<file path="config.mk">
export PLATFORM = sky130hd
export DESIGN_NAME = frame_rate_averager
export DESIGN_NICKNAME = d
export VERILOG_FILES = /design/src/fra_pkg.sv /design/src/fra_ram.sv /design/src/fra_ctrl.sv /design/src/fra_dp.sv /design/src/frame_rate_averager.sv
export SDC_FILE = /design/constraint.sdc
export NUM_CORES = 1
export LEC_CHECK = 0
export BUFFER_PORTS_ARGS = -buffer_cell sky130_fd_sc_hd__buf_2
export CAP_MARGIN = 20
export CELL_PAD_IN_SITES_DETAIL_PLACEMENT = 1
export CELL_PAD_IN_SITES_GLOBAL_PLACEMENT = 2
export CORE_AREA = 2 2 279 281
export CTS_CLUSTER_SIZE = 40
export DETAILED_ROUTE_END_ITERATION = 10
export DIE_AREA = 0 0 281 283
export PLACE_DENSITY = 0.87
export SLEW_MARGIN = 20
export SYNTH_ARGS = -nofsm -noshare
export SYNTH_HDL_FRONTEND = slang
export SYNTH_SLANG_ARGS = --single-unit
</file>
<file path="constraint.sdc">
create_clock -name clk -period 16.9 [get_ports clk]
set_clock_uncertainty 0.15 [all_clocks]
set_input_delay 2.535 -clock clk [delete_from_list [all_inputs] [get_ports clk]]
set_output_delay 2.535 -clock clk [all_outputs]
set_load 0.02 [all_outputs]
</file>
<file path="src/fra_pkg.sv">
// fra_pkg: shared constants, types and codes for the frame rate averager
// no dependencies; imported by every module of the block but fra_ram
`timescale 1ns / 1ps

package fra_pkg;

  // ring geometry
  localparam int RING_DEPTH = 16;
  localparam int SLOT_W     = (RING_DEPTH > 1) ? $clog2(RING_DEPTH) : 1;
  localparam int CNT_W      = $clog2(RING_DEPTH + 1);

  // field widths
  localparam int ACT_W = 2;
  localparam int TS_W  = 32;
  localparam int FPS_W = 28;

  // running sum never wraps: depth times the largest duration
  localparam int SUM_W = TS_W + SLOT_W;

  // dividend is scale times count
  localparam int NUM_W  = FPS_W + CNT_W;
  localparam int STEP_W = $clog2(NUM_W + 1);

  // 256000000 = 1000000 us per second with 8 fraction bits
  localparam logic [FPS_W-1:0] FPS_SCALE_Q8 = FPS_W'(256000000);

  // action codes
  localparam logic [ACT_W-1:0] ACT_START = 2'd0;
  localparam logic [ACT_W-1:0] ACT_END   = 2'd1;
  localparam logic [ACT_W-1:0] ACT_CLEAR = 2'd2;

  // controller states
  typedef enum logic [4:0] {
    S_IDLE   = 5'b00001,
    S_UPDATE = 5'b00010,
    S_MUL    = 5'b00100,
    S_DIV    = 5'b01000,
    S_OUT    = 5'b10000
  } state_t;

  // commands from controller to datapath
  typedef struct packed {
    logic accept;    // latch the event, start the ring read
    logic update;    // apply the event to the stored state
    logic mul;       // form the dividend, clear the remainder
    logic div_step;  // one restoring division step
    logic load_out;  // move the result into the output register
  } cmd_t;

endpackage

</file>
<file path="src/fra_ram.sv">
// fra_ram: generic single-write, single-read ram with registered read data
// no dependencies
`timescale 1ns / 1ps

module fra_ram #(
  parameter int WIDTH = 32,
  parameter int DEPTH = 16
) (
  input  logic                                     clk,
  input  logic                                     we,
  input  logic [((DEPTH > 1) ? $clog2(DEPTH) : 1)-1:0] waddr,
  input  logic [WIDTH-1:0]                         wdata,
  input  logic                                     re,
  input  logic [((DEPTH > 1) ? $clog2(DEPTH) : 1)-1:0] raddr,
  output logic [WIDTH-1:0]                         rdata
);

  logic [WIDTH-1:0] mem [DEPTH];

  always_ff @(posedge clk) begin
    if (we) begin
      mem[waddr] <= wdata;
    end
    if (re) begin
      rdata <= mem[raddr];
    end
  end

endmodule

</file>
<file path="src/fra_ctrl.sv">
// fra_ctrl: sequencing state machine for one event at a time
// depends on fra_pkg
`timescale 1ns / 1ps

module fra_ctrl (
  input  logic          clk,
  input  logic          rst_n,
  input  logic          in_valid,
  input  logic          out_free,
  output logic          busy,
  output fra_pkg::cmd_t cmd
);

  import fra_pkg::*;

  state_t            state_r, state_nxt;
  logic [STEP_W-1:0] step_r, step_nxt;

  always_comb begin
    state_nxt = state_r;
    step_nxt  = step_r;
    cmd       = '0;
    case (state_r)
      S_IDLE: begin
        if (in_valid) begin
          cmd.accept = 1'b1;
          state_nxt  = S_UPDATE;
        end
      end
      S_UPDATE: begin
        cmd.update = 1'b1;
        state_nxt  = S_MUL;
      end
      S_MUL: begin
        cmd.mul   = 1'b1;
        step_nxt  = '0;
        state_nxt = S_DIV;
      end
      S_DIV: begin
        cmd.div_step = 1'b1;
        step_nxt     = step_r + STEP_W'(1);
        if (step_r == STEP_W'(NUM_W - 1)) begin
          state_nxt = S_OUT;
        end
      end
      S_OUT: begin
        if (out_free) begin
          cmd.load_out = 1'b1;
          state_nxt    = S_IDLE;
        end
      end
      default: begin
        state_nxt = S_IDLE;
      end
    endcase
  end

  always_ff @(posedge clk) begin
    if (!rst_n) begin
      state_r <= S_IDLE;
      step_r  <= '0;
    end else begin
      state_r <= state_nxt;
      step_r  <= step_nxt;
    end
  end

  assign busy = (state_r != S_IDLE);

endmodule

</file>
<file path="src/fra_dp.sv">
// fra_dp: ring store, running sum and count, bit-serial divider, output register
// depends on fra_pkg and fra_ram
`timescale 1ns / 1ps

module fra_dp (
  input  logic                      clk,
  input  logic                      rst_n,
  input  fra_pkg::cmd_t             cmd,
  input  logic [fra_pkg::ACT_W-1:0] in_action,
  input  logic [fra_pkg::TS_W-1:0]  in_timestamp_us,
  input  logic                      out_stall,
  output logic                      out_free,
  output logic                      out_valid,
  output logic [fra_pkg::FPS_W-1:0] out_fps_q8,
  output logic                      out_has_data,
  output logic                      out_sample_stored
);

  import fra_pkg::*;

  // latched event
  logic [ACT_W-1:0] act_r;
  logic [TS_W-1:0]  ts_r;

  // frame and ring state
  logic [TS_W-1:0]       start_r, start_nxt;
  logic                  open_r, open_nxt;
  logic [SLOT_W-1:0]     slot_r, slot_nxt;
  logic [RING_DEPTH-1:0] vld_r, vld_nxt;
  logic [SUM_W-1:0]      sum_r, sum_nxt;
  logic [CNT_W-1:0]      cnt_r, cnt_nxt;
  logic                  stored_r, stored_nxt;

  // divider
  logic [SUM_W-1:0] rem_r;
  logic [NUM_W-1:0] quo_r;
  logic [SUM_W:0]   trial;

  // output register
  logic             ovld_r;
  logic [FPS_W-1:0] ofps_r;
  logic             ohas_r;
  logic             ostored_r;

  logic [TS_W-1:0] rdata;
  logic [TS_W-1:0] old_dur;
  logic [TS_W-1:0] new_dur;
  logic            ram_we;

  fra_ram #(
    .WIDTH (TS_W),
    .DEPTH (RING_DEPTH)
  ) u_ring (
    .clk   (clk),
    .we    (ram_we),
    .waddr (slot_r),
    .wdata (new_dur),
    .re    (cmd.accept),
    .raddr (slot_r),
    .rdata (rdata)
  );

  // entries not written since clear read as empty
  assign old_dur = vld_r[slot_r] ? rdata : '0;
  assign new_dur = ts_r - start_r;
  assign ram_we  = cmd.update && (act_r == ACT_END) && open_r;

  always_comb begin
    start_nxt  = start_r;
    open_nxt   = open_r;
    slot_nxt   = slot_r;
    vld_nxt    = vld_r;
    sum_nxt    = sum_r;
    cnt_nxt    = cnt_r;
    stored_nxt = stored_r;
    if (cmd.update) begin
      stored_nxt = 1'b0;
      case (act_r)
        ACT_START: begin
          start_nxt = ts_r;
          open_nxt  = 1'b1;
        end
        ACT_END: begin
          if (open_r) begin
            sum_nxt = sum_r - SUM_W'(old_dur) + SUM_W'(new_dur);
            cnt_nxt = cnt_r - CNT_W'(old_dur != '0) + CNT_W'(new_dur != '0);
            vld_nxt[slot_r] = 1'b1;
            slot_nxt   = (slot_r == SLOT_W'(RING_DEPTH - 1)) ? '0 : slot_r + SLOT_W'(1);
            open_nxt   = 1'b0;
            stored_nxt = 1'b1;
          end
        end
        ACT_CLEAR: begin
          start_nxt = '0;
          open_nxt  = 1'b0;
          slot_nxt  = '0;
          vld_nxt   = '0;
          sum_nxt   = '0;
          cnt_nxt   = '0;
        end
        default: begin
        end
      endcase
    end
  end

  always_ff @(posedge clk) begin
    if (!rst_n) begin
      start_r <= '0;
      open_r  <= 1'b0;
      slot_r  <= '0;
      vld_r   <= '0;
      sum_r   <= '0;
      cnt_r   <= '0;
    end else begin
      start_r <= start_nxt;
      open_r  <= open_nxt;
      slot_r  <= slot_nxt;
      vld_r   <= vld_nxt;
      sum_r   <= sum_nxt;
      cnt_r   <= cnt_nxt;
    end
  end

  always_ff @(posedge clk) begin
    stored_r <= stored_nxt;
    if (cmd.accept) begin
      act_r <= in_action;
      ts_r  <= in_timestamp_us;
    end
  end

  // restoring division: quotient bits shift in as dividend bits shift out
  assign trial = {rem_r, quo_r[NUM_W-1]} - {1'b0, sum_r};

  always_ff @(posedge clk) begin
    if (cmd.mul) begin
      quo_r <= NUM_W'(FPS_SCALE_Q8) * NUM_W'(cnt_r);
      rem_r <= '0;
    end else if (cmd.div_step) begin
      if (!trial[SUM_W]) begin
        rem_r <= trial[SUM_W-1:0];
        quo_r <= {quo_r[NUM_W-2:0], 1'b1};
      end else begin
        rem_r <= {rem_r[SUM_W-2:0], quo_r[NUM_W-1]};
        quo_r <= {quo_r[NUM_W-2:0], 1'b0};
      end
    end
  end

  assign out_free = !ovld_r || !out_stall;

  always_ff @(posedge clk) begin
    if (!rst_n) begin
      ovld_r <= 1'b0;
    end else if (cmd.load_out) begin
      ovld_r <= 1'b1;
    end else if (!out_stall) begin
      ovld_r <= 1'b0;
    end
  end

  always_ff @(posedge clk) begin
    if (cmd.load_out) begin
      ofps_r    <= (cnt_r != '0) ? quo_r[FPS_W-1:0] : '0;
      ohas_r    <= (cnt_r != '0);
      ostored_r <= stored_r;
    end
  end

  assign out_valid         = ovld_r;
  assign out_fps_q8        = ofps_r;
  assign out_has_data      = ohas_r;
  assign out_sample_stored = ostored_r;

endmodule

</file>
<file path="src/frame_rate_averager.sv">
// frame_rate_averager: top level, ties the controller to the datapath
// depends on fra_pkg, fra_ctrl, fra_dp (and through it fra_ram)
`timescale 1ns / 1ps

// frame rate meter over the last RING_DEPTH (16) frame durations. each input
// transfer is an event: start frame records the timestamp, end frame stores
// the elapsed microseconds (mod 2^32) into the ring when a frame is open,
// clear empties the ring. every event gives exactly one result transfer with
// the average rate in unsigned q.8 fps (256000000 * count / sum, truncated),
// a has-data flag and whether this event stored a duration. zero durations
// are stored but count as empty. one event is worked on at a time: the
// restoring divider makes one quotient bit a cycle, and a new event is
// taken in the cycle after the result is loaded into the output register,
// even while that result still waits to be taken.
// no clearing pass after reset: the ring has one valid bit per entry.

module frame_rate_averager (
  input  logic                      clk,
  input  logic                      rst_n,
  // event channel
  input  logic                      in_valid,
  output logic                      in_stall,
  input  logic [fra_pkg::ACT_W-1:0] in_action,
  input  logic [fra_pkg::TS_W-1:0]  in_timestamp_us,
  // result channel
  output logic                      out_valid,
  input  logic                      out_stall,
  output logic [fra_pkg::FPS_W-1:0] out_fps_q8,
  output logic                      out_has_data,
  output logic                      out_sample_stored
);

  import fra_pkg::*;

  cmd_t cmd;
  logic busy;
  logic out_free;

  // controller: idle, update, multiply, divide loop, output load
  fra_ctrl u_ctrl (
    .clk      (clk),
    .rst_n    (rst_n),
    .in_valid (in_valid),
    .out_free (out_free),
    .busy     (busy),
    .cmd      (cmd)
  );

  // datapath: ring ram, running sum and count, divider, output register
  fra_dp u_dp (
    .clk               (clk),
    .rst_n             (rst_n),
    .cmd               (cmd),
    .in_action         (in_action),
    .in_timestamp_us   (in_timestamp_us),
    .out_stall         (out_stall),
    .out_free          (out_free),
    .out_valid         (out_valid),
    .out_fps_q8        (out_fps_q8),
    .out_has_data      (out_has_data),
    .out_sample_stored (out_sample_stored)
  );

  // events are taken only while the controller is idle
  assign in_stall = busy;

endmodule

</file>
==> flow_summary.ini, run 1 <==
[outcome]
outcome = complete, no violations

[setup_path]
critPathKind = reg2reg
reg2regPathDepth = 23
cpPeakStageDelay_ns = 0.65
crit_slowest_cell = or4b_2
arrival_ns = 6.94
rr_endpoint = u_dp.sum_r[29]$_SDFFE_PN0P_
startpoint_type = register
startpoint = u_dp.ts_r[6]$_DFFE_PP_
worstPathRequired_ns = 17.32
crit_fanout = 18
worstSetupEndpointType = register
cp-endpoint = u_dp.sum_r[29]$_SDFFE_PN0P_
worstPathCellList = ha_1 -> a21o_1 -> a21o_1 -> a2111oi_0 -> nand3_1 -> a41oi_2 -> o311ai_1 -> xor2_1 -> buf_4 -> inv_1 -> fa_1 -> inv_1 -> ha_1 -> nand4_1 -> a211o_1 -> a31o_2 -> o211ai_1 -> o31ai_1 -> o21ba_2 -> o21bai_1 -> a21oi_1 -> or4b_2 -> nand3_1
r2r_start = u_dp.ts_r[6]$_DFFE_PP_
r2r_slack_ns = 10.38

[route]
wl_mm = 101
drc = 0
firstDrtPassIters = 6
ant_nets = 0
routed_via_density = 5.99
wl_per_cell_um = 25.7
num_vias = 23500
drt_first_iter_violations = 1951

[global_routing]
grt_pass1_wl_mm = 154
grt-ovfl-total = 0
grt_max_degree = 65
grt_usage = 0.258
antenna_found_initial = 3
grt_pass1_vias = 25000

[timing]
finalCriticalPeriod_ns = 6.52
whs_ns = 0.301
rsz0062_at_grt = false
setup-tns-final_ns = 0
finalCritPeriodShare = 0.386
slew_violations = 0
hold_viol_final = 0
relSlewSlack = 0.310
worstMarginPinSlew_ns = 1.03
setup_viol = 0
timing.fmax_mhz = 153

[clock_tree]
cts_tree = built
post_cts_buffers = 0
numCtsBuffers = 82
clkSlewWorstSetupHoldPaths_ns = 0.06
htreeDepth = 3
cts_num_sinks = 784
ctsHoldBuffers = 0
post_cts_resized = 0
clk_latency_ns = 0.67
clk_path_buf_depth = 3
root_buffer = clkbuf_16

[finish]
fin_cells = 3927
antenna_cells = 0
final_nets = 3045
area_growth_pct = 12.1
final_area_um2 = 41700
drive_gt1_frac = 0.163
finish.utilization = 0.544

[floorplanning]
core_area_um2 = 76700
num_io_pins = 70
die_h_um = 283
die_w_um = 281
start_util = 0.485
rows = 102
dieArea_um2 = 79500

[placement]
dpl.hpwl_mm = 64.8
port_buffers = 69
placement.cell_area_um2 = 39000
gp_congestion = 0.865
dp_cells = 3777

[logic_synthesis]
async_flop_share = 0
yosysUniqueCellTypes = 83
syn_nets = 2957
synth-seq-cells = 784
synth_warnings = 0
synth_top_area_share = 0.507
yosysTopAreaCell = edfxtp_1
synth.most_common_cell = edfxtp_1
syn_area_um2 = 37200
ys.flop_type = edfxtp_1
postSynthAreaPerCell_um2 = 13.6
syn_inst = 2733
yosysSeqAreaShare = 0.591
synth_common_cells = 628 x edfxtp_1, 222 x inv_1, 165 x mux4_2, 165 x nor2_1, 158 x nand2_1
synth_area_leaders = edfxtp_1 51%, mux4_2 10%, dfxtp_1 8.4%
synth_edf_count = 628

[run]
drv_cap = 0

[min_path]
hold_class = reg2reg

[pwr]
irDropWorstVdd_uv = 123
p_per_area_nw_per_um2 = 167
cellLeakagePower_nw = 14.5
==> power by group <==
group / internal [W] / switching [W] / leakage [nW]
logic: 0.000959 / 0.00169 / 6.27
registers: 0.00243 / 0.0000739 / 6.91
clock network: 0.00102 / 0.000795 / 1.32
total: 0.00440 / 0.00256 / 14.5
==> flip-flops by register name, indices dropped and copies added, names as in the netlist, 2 cells and up <==
name and cells:
u_dp.sum_r 36, u_dp.vld_r 16, u_dp.u_ring.rdata 32, u_dp.u_ring.mem 512, u_ctrl.state_r 5, u_dp.act_r 2
u_dp.quo_r 33, u_dp.ts_r 32, u_ctrl.step_r 6, u_dp.slot_r 4, u_dp.start_r 32, u_dp.rem_r 36
u_dp.out_fps_q8 28, u_dp.cnt_r 5
==> kinds of logic (layout without fill, tap and decap cells) <==
logic type,count (synthesis),after routing,share of synthesized area
AOI/OAI and AO/OA,544,544,0.0970
adders and majority gates,186,186,0.0709
xor gates and xnor gates,102,102,0.0240
and+or+nand+nor,600,600,0.0792
DFF,784,784,0.591
buffers and inverters,341,495,0.0348
muxes,176,176,0.103
==> cell type report <==
class                      instances  area, um^2
fill                            7441       35000
tap                             1040        1300
timing repair buffer             122         751
inverter                         223         837
multi-input combinational       1608       14100
clock inverter                    52         557
clock buffer                      98        2160
sequential                       784       22000
==> routing by layer <==
| metal | vias to the layer above | wire length [um] | GRT usage |
|---|---|---|---|
| met5 | - | 0 | 0 |
| met4 | 0 | 3040 | 0.0837 |
| met3 | 200 | 6260 | 0.0384 |
| met2 | 821 | 51100 | 0.442 |
| met1 | 12000 | 40500 | 0.338 |
| li1 | 10500 | - | - |
==> worst max-delay path, delay by kind of cell (launching register included) <==
kind | cells | cell delay [ns]
adders and majority gates | 3 | 1.34
buffers and inverters | 3 | 0.40
and+or+nand+nor | 4 | 1.12
DFF | 1 | 0.42
AOI/OAI and AO/OA | 12 | 2.80
xor gates and xnor gates | 1 | 0.23
==> layout by cell type, fill, tap and decap left out, types with 12 or more instances in the layout <==
cell         n
a22oi_1     19
and2_1      39
nor3b_1     32
o21a_1      18
inv_1      222
a21oi_1    150
o211ai_1    15
nor2b_1     42
buf_4       52
mux4_2     165
dfxtp_1    152
edfxtp_1   628
clkbuf_1    12
clkinv_1    15
nand4_1     19
nor4_1      15
clkbuf_16   83
ha_1       145
a211oi_1    22
or3_1       12
a22o_1      17
nor2_4      14
xor2_1      40
nor2_1     151
fa_1        41
o21ai_0    101
a31oi_1     32
nand3_1     42
a21o_1      62
xnor2_1     62
buf_2       69
nor3_1      22
nand2_1    158
clkinv_2    19
==> metrics by stage <==
step	setup slack, ns	total power, W
floorplan	10.88	0.00439
global placement	10.68	0.00505
detailed placement	10.39	0.00516
CTS	10.30	0.00699
global route	9.95	0.00737
finish	10.38	0.00697
==> how the worst min path moves through the flow <==
stage                                       endpoint  slack [ns]  depth (start not counted)                         from
floorplan           u_dp.out_sample_stored$_DFFE_PP_        0.25                          0  u_dp.stored_r$_SDFFCE_PN0P_
global placement    u_dp.out_sample_stored$_DFFE_PP_        0.28                          0  u_dp.stored_r$_SDFFCE_PN0P_
finish              u_dp.out_sample_stored$_DFFE_PP_        0.30                          0  u_dp.stored_r$_SDFFCE_PN0P_
global route        u_dp.out_sample_stored$_DFFE_PP_        0.31                          0  u_dp.stored_r$_SDFFCE_PN0P_
CTS                      u_dp.sum_r[31]$_SDFFE_PN0P_        0.31                          2  u_dp.sum_r[31]$_SDFFE_PN0P_
detailed placement  u_dp.out_sample_stored$_DFFE_PP_        0.29                          0  u_dp.stored_r$_SDFFCE_PN0P_
(Power assumes the default switching activity.)
==> run 2, diff against run 1 <==
CORE_AREA = 2 2 305 307   (was 2 2 279 281)
DIE_AREA = 0 0 307 309   (was 0 0 281 283)
PLACE_DENSITY = 0.78   (was 0.87)
clock period = 5.4 ns   (was 16.9 ns; I/O delays follow)
==> flow_summary.ini, run 2 (same netlist as run 1, synthesis figures left out) <==
[floorplanning]
rows = 111
core_area_um2 = 91400
num_io_pins = 70
die_h_um = 309
start_util = 0.407
die_w_um = 307
dieArea_um2 = 94900

[outcome]
violations = setup timing
outcome = finished with violations

[run]
drv_cap = 0

[finish]
largest_reg_flops = 512
final_common_cell = edfxtp_1
fin_cells = 4244
top_regs = u_dp.u_ring.mem: 512 flops, u_dp.rem_r: 36 flops, u_dp.sum_r: 36 flops
nFillCells = 9135
area_growth_pct = 18.5
antenna_cells = 0
drive_gt1_frac = 0.243
final_nets = 3211
largest_register = u_dp.u_ring.mem
final_cell_mix = 628 x edfxtp_1, 212 x inv_1, 204 x buf_4

[global_routing]
grt_use_met3 = 0.0304
grt_pass1_wl_mm = 157
grt_usage = 0.218
grt_pass1_vias = 25500
grt-ovfl-total = 0
met1_usage = 0.286
antenna_found_initial = 2
grt_max_degree = 95
met2_usage = 0.375
grt_busiest_layer = met2

[timing]
relSlewSlack = 0.283
timing.fmax_mhz = 184
finalCriticalPeriod_ns = 5.43
rsz0062_at_grt = true
setup_ws_ns = -0.0275
slew_violations = 0
worstMarginPinSlew_ns = 1.07
setup_viol = 3
finalCritPeriodShare = 1.01
hold_viol_final = 0

[clock_tree]
clk_path_buf_depth = 3
clkSlewWorstSetupHoldPaths_ns = 0.06
clk_latency_ns = 0.67
cts_tree = built
numCtsBuffers = 85
cts_num_sinks = 784
htreeDepth = 3
root_buffer = clkbuf_16

[route]
routed_via_density = 5.64
drc = 0
num_vias = 23900
wl_per_cell_um = 24.3
ant_nets = 0
wl_mm = 103
firstDrtPassIters = 5
drt_first_iter_violations = 1608

[setup_path]
r2r_slack_ns = -0.03
crit_slowest_cell = or4b_4
startpoint_type = register
worstSetupEndpointType = register
crit_fanout = 3
cpPeakStageDelay_ns = 0.51
arrival_ns = 5.87
worstPathRequired_ns = 5.84
critPathKind = reg2reg

[pwr]
cellLeakagePower_nw = 15.5
p_per_area_nw_per_um2 = 546
irDropWorstVdd_uv = 302
fin_total_pwr_w = 0.0240

[placement]
dp_cells = 4042
port_buffers = 69
dpl.hpwl_mm = 67.6
gp_congestion = 0.912

[min_path]
hold_class = in2reg
## run 2: stage by stage
step / hold WS [ns] / setup WS (ns) / cell area, um^2 / utilization / TNS, ns
after global placement: 0.287 / -0.200 / 40200 / 0.440 / -0.520
after global routing: 0.142 / -0.272 / 44100 / 0.482 / -1.21
after floorplan: 0.250 / -0.000270 / 37300 / - / -0.000270
after detailed placement: 0.294 / -0.284 / 40200 / 0.440 / -1.47
after CTS: 0.125 / -0.122 / 43300 / 0.474 / -0.220
final: 0.170 / -0.0275 / 44100 / 0.482 / -0.0575
## run 2: power breakdown
group          switching [W]  internal, W  leakage (nW)
Sequential          0.000222      0.00758          6.91
Combinational        0.00601      0.00433          7.22
Clock                0.00253      0.00337          1.36
Total                0.00877       0.0153          15.5
## run 2: layout make-up
| cell class | instances | area (um^2) | area share |
|---|---|---|---|
| inverters | 223 | 841 | 0.0191 |
| clock inverters | 59 | 637 | 0.0145 |
| repair buffers | 284 | 2030 | 0.0460 |
| clock buffers | 99 | 2210 | 0.0502 |
| well taps | 1186 | 1480 | 0.0337 |
| flip-flops and latches | 784 | 22000 | 0.499 |
| multi-input cells | 1609 | 14900 | 0.337 |
## run 2: critical path: cells and delay by family (launching register included)
kind | cells | cell delay (ns)
flip-flops | 1 | 0.35
adder cells (fa/ha/maj) | 4 | 1.27
XOR/XNOR | 1 | 0.26
AO/OA/AOI/OAI | 9 | 1.56
buffers and inverters | 6 | 0.67
AND/OR/NAND/NOR | 6 | 1.08
## run 2: path summary, 6_finish.rpt
check | startpoint | endpoint | depth (start not counted)
max | u_dp.ts_r[0]$_DFFE_PP_ | u_dp.sum_r[29]$_SDFFE_PN0P_ | 26
min | in_timestamp_us[24] | u_dp.ts_r[24]$_DFFE_PP_ | 1
max reg2reg | u_dp.ts_r[0]$_DFFE_PP_ | u_dp.sum_r[29]$_SDFFE_PN0P_ | 26
min reg2reg | u_dp.stored_r$_SDFFCE_PN0P_ | u_dp.out_sample_stored$_DFFE_PP_ | 0
## run 2: timing repair
item / CTS / global route
setup buffers: 19 / 28
gates cloned: 0 / 1
hold buffers: 0 / 0
pin swaps: 32 / 73
resized for setup: 24 / 105
setup endpoints to repair: 9 / 20
## run 2: per-layer routing
layer	up-vias	wire, um	share of wire
met5	-	17	0.00016
met4	2	3340	0.032
met3	188	4960	0.048
met2	626	51700	0.50
met1	12300	43300	0.42
li1	10800	-	-
==> run 3, diff against run 2 <==
ABC_AREA = 1   (was unset)
CORE_AREA = 2 2 330 332   (was 2 2 305 307)
DIE_AREA = 0 0 332 334   (was 0 0 307 309)
GPL_TIMING_DRIVEN = 0   (was unset)
PLACE_DENSITY = 0.8   (was 0.78)
==> flow_summary.ini, run 3 <==
[outcome]
outcome = complete, no violations

[global_routing]
antenna_found_initial = 1
grt_pass1_wl_mm = 206
grt_pass1_vias = 33100
grt_max_degree = 29
grt_usage = 0.245
grt-ovfl-total = 0

[route]
drc = 0
wl_mm = 137
ant_nets = 0
num_vias = 31900
wl_per_cell_um = 22.7
firstDrtPassIters = 6
drt_first_iter_violations = 2866
routed_via_density = 5.29

[finish]
nFillCells = 12400
final_nets = 4768
finish.utilization = 0.423
top_regs = u_dp.u_ring.mem: 512 flops, u_dp.rem_r: 36 flops, u_dp.sum_r: 36 flops
area_growth_pct = 15.3
final_common_cell = nand2_1
largest_register = u_dp.u_ring.mem
largest_reg_flops = 512
final_cell_mix = 952 x nand2_1, 628 x edfxtp_1, 540 x inv_1
drive_gt1_frac = 0.0847
fin_cells = 6032

[logic_synthesis]
synth_xor_area_frac = 0.00953
synth.most_common_cell = nand2_1
synth_mux_area_frac = 0
synth_edf_count = 628
synth_top_family_by_area = simple AND/OR/NAND/NOR gates
synth_common_cells = 968 x nand2_1, 628 x edfxtp_1, 540 x inv_1
syn_inst = 4307
syn_nets = 4531
yosysTopAreaCell = edfxtp_1
ys.flop_type = edfxtp_1
synth_warnings = 0
synth_area_leaders = edfxtp_1 48%, nand2_1 9.2%, dfxtp_1 7.9%
synthAdderAreaFrac = 0.0667
postSynthAreaPerCell_um2 = 9.17
yosys.area_share.simple = 0.186
synth_compound_area_frac = 0.112
synth_top_area_share = 0.477
async_flop_share = 0
yosysUniqueCellTypes = 54
syn_area_um2 = 39500
yosysSeqAreaShare = 0.556
synth-seq-cells = 784

[timing]
worstMarginPinSlew_ns = 1.13
relSlewSlack = 0.242
finalCriticalPeriod_ns = 5.08
setup-tns-final_ns = 0
hold_viol_final = 0
slew_violations = 0
rsz0062_at_grt = false
finalCritPeriodShare = 0.940
setup_viol = 0
timing.fmax_mhz = 197

[setup_path]
startpoint = u_dp.ts_r[0]$_DFFE_PP_
worstPathRequired_ns = 5.77
rr_endpoint = u_dp.sum_r[30]$_SDFFE_PN0P_
r2r_slack_ns = 0.32
reg2regPathDepth = 21
critPathKind = reg2reg
crit_fanout = 5
startpoint_type = register
arrival_ns = 5.44
worstSetupEndpointType = register
r2r_start = u_dp.ts_r[0]$_DFFE_PP_

[floorplanning]
num_io_pins = 70
rows = 121
core_area_um2 = 108000
start_util = 0.367
die_w_um = 332
dieArea_um2 = 111000
die_h_um = 334

[pwr]
seqPwrFrac = 0.402
p_sw_w = 0.00571
irDropWorstVdd_uv = 309
cellLeakagePower_nw = 18.5
p_per_area_nw_per_um2 = 382
pwr-share-clk = 0.353
combPwrFrac = 0.245
internal_power_w = 0.0117
swShare = 0.328

[placement]
gp_congestion = 0.856
dpl.hpwl_mm = 103
dp_cells = 5868
port_buffers = 69

[clock_tree]
root_buffer = clkbuf_16
clk_path_buf_depth = 3
clk_latency_ns = 0.70
numCtsBuffers = 87
htreeDepth = 3
post_cts_buffers = 0
cts_tree = built
cts_num_sinks = 784
clkSlewWorstSetupHoldPaths_ns = 0.06

[min_path]
hold_class = in2reg
hold_depth = 1
min_to = u_dp.ts_r[4]$_DFFE_PP_
worstHoldStart = in_timestamp_us[4]

[run]
drv_cap = 0
run 3: cell types whose count changed after synthesis, sizes merged, moves of 31 or more:
cell / delta
a21o: -59
a21oi: +52
and2: -36
inv: +325
mux4: -165
nand2: +820
nand3: +120
nand4: +33
nor2: +350
nor2b: -43
nor3b: -31
o21ai: +235
o22ai: +144
xnor2: -33
run 3: worst max path at each step:
stage / cells past startpoint / slack (ns) / endpoint
final: 21 / 0.32 / u_dp.sum_r[30]$_SDFFE_PN0P_
after global routing: 24 / 0.02 / u_dp.sum_r[32]$_SDFFE_PN0P_
after CTS: 27 / 0.008 / u_dp.sum_r[31]$_SDFFE_PN0P_
after detailed placement: 27 / -0.33 / u_dp.sum_r[34]$_SDFFE_PN0P_
after global placement: 7 / -2.86 / u_dp.u_ring.mem[12][10]$_DFFE_PP_
after floorplan: 7 / 1.04 / u_dp.u_ring.mem[0][0]$_DFFE_PP_
run 3: routing by layer:
layer	vias to the layer above	track usage	wire length, um
met5	-	0	0
met4	0	0.0862	5090
met3	226	0.0351	7920
met2	969	0.403	62800
met1	15800	0.331	60900
li1	15000	-	-
run 3: cell type report:
class / instances / area, um^2 / share of cell area
sequential: 784 / 22000 / 0.482
multi-input combinational: 2817 / 15100 / 0.331
clock buffer: 118 / 2340 / 0.0514
inverter: 551 / 2070 / 0.0454
tap: 1414 / 1770 / 0.0388
timing repair buffer: 148 / 1050 / 0.0230
buffer: 155 / 671 / 0.0147
clock inverter: 44 / 607 / 0.0133
antenna: 1 / 2.50 / 0.0000549
run 3: repair_timing:
action                                  in CTS  in global routing
gates resized for setup                      7                 29
hold buffers                                 0                  0
endpoints found under the setup margin      14                 19
run 3: logic make-up after synthesis:
kind of cell | Yosys count
flip-flops | 784
AO/OA/AOI/OAI | 791
buffers and inverters | 706
adder cells (fa/ha/maj) | 186
XOR/XNOR | 43
AND/OR/NAND/NOR | 1797
run 3: critical path, stage by stage, from the launching register on:
cell and delay, ns:
edfxtp_1 0.47, inv_1 0.09, ha_1 0.20, fa_1 0.29, inv_1 0.11, nand3_1 0.10, nand3_2 0.14, nand3_1 0.11
nand3_1 0.17, xnor2_1 0.83, fa_1 0.54, inv_1 0.08, ha_1 0.21, nand2_1 0.12, nor2_1 0.20, nand2_1 0.07
o21ai_1 0.52, nand2_1 0.19, nand2_1 0.12, nand2_1 0.05, nand3_1 0.08, a21oi_1 0.07
run 3: per-stage QoR:
stage                     worst slack, ns  cell area (um^2)  hold WS [ns]  total power, W
after floorplan                      1.04             39500         0.250         0.00987
final                               0.325             45600         0.141          0.0174
after global routing               0.0152             45600         0.108          0.0183
after global placement              -2.86             41600         0.297          0.0112
after CTS                         0.00792             45400        0.0964          0.0175
after detailed placement           -0.332             42500         0.301          0.0113
run 3: power groups by stage:
stage / clock network [W] / registers (W) / logic [W]
finish: 0.00616 / 0.00700 / 0.00426
global route: 0.00648 / 0.00701 / 0.00478
CTS: 0.00626 / 0.00701 / 0.00422
detailed placement: 0 / 0.00714 / 0.00419
global placement: 0 / 0.00715 / 0.00407
floorplan: 0 / 0.00710 / 0.00277
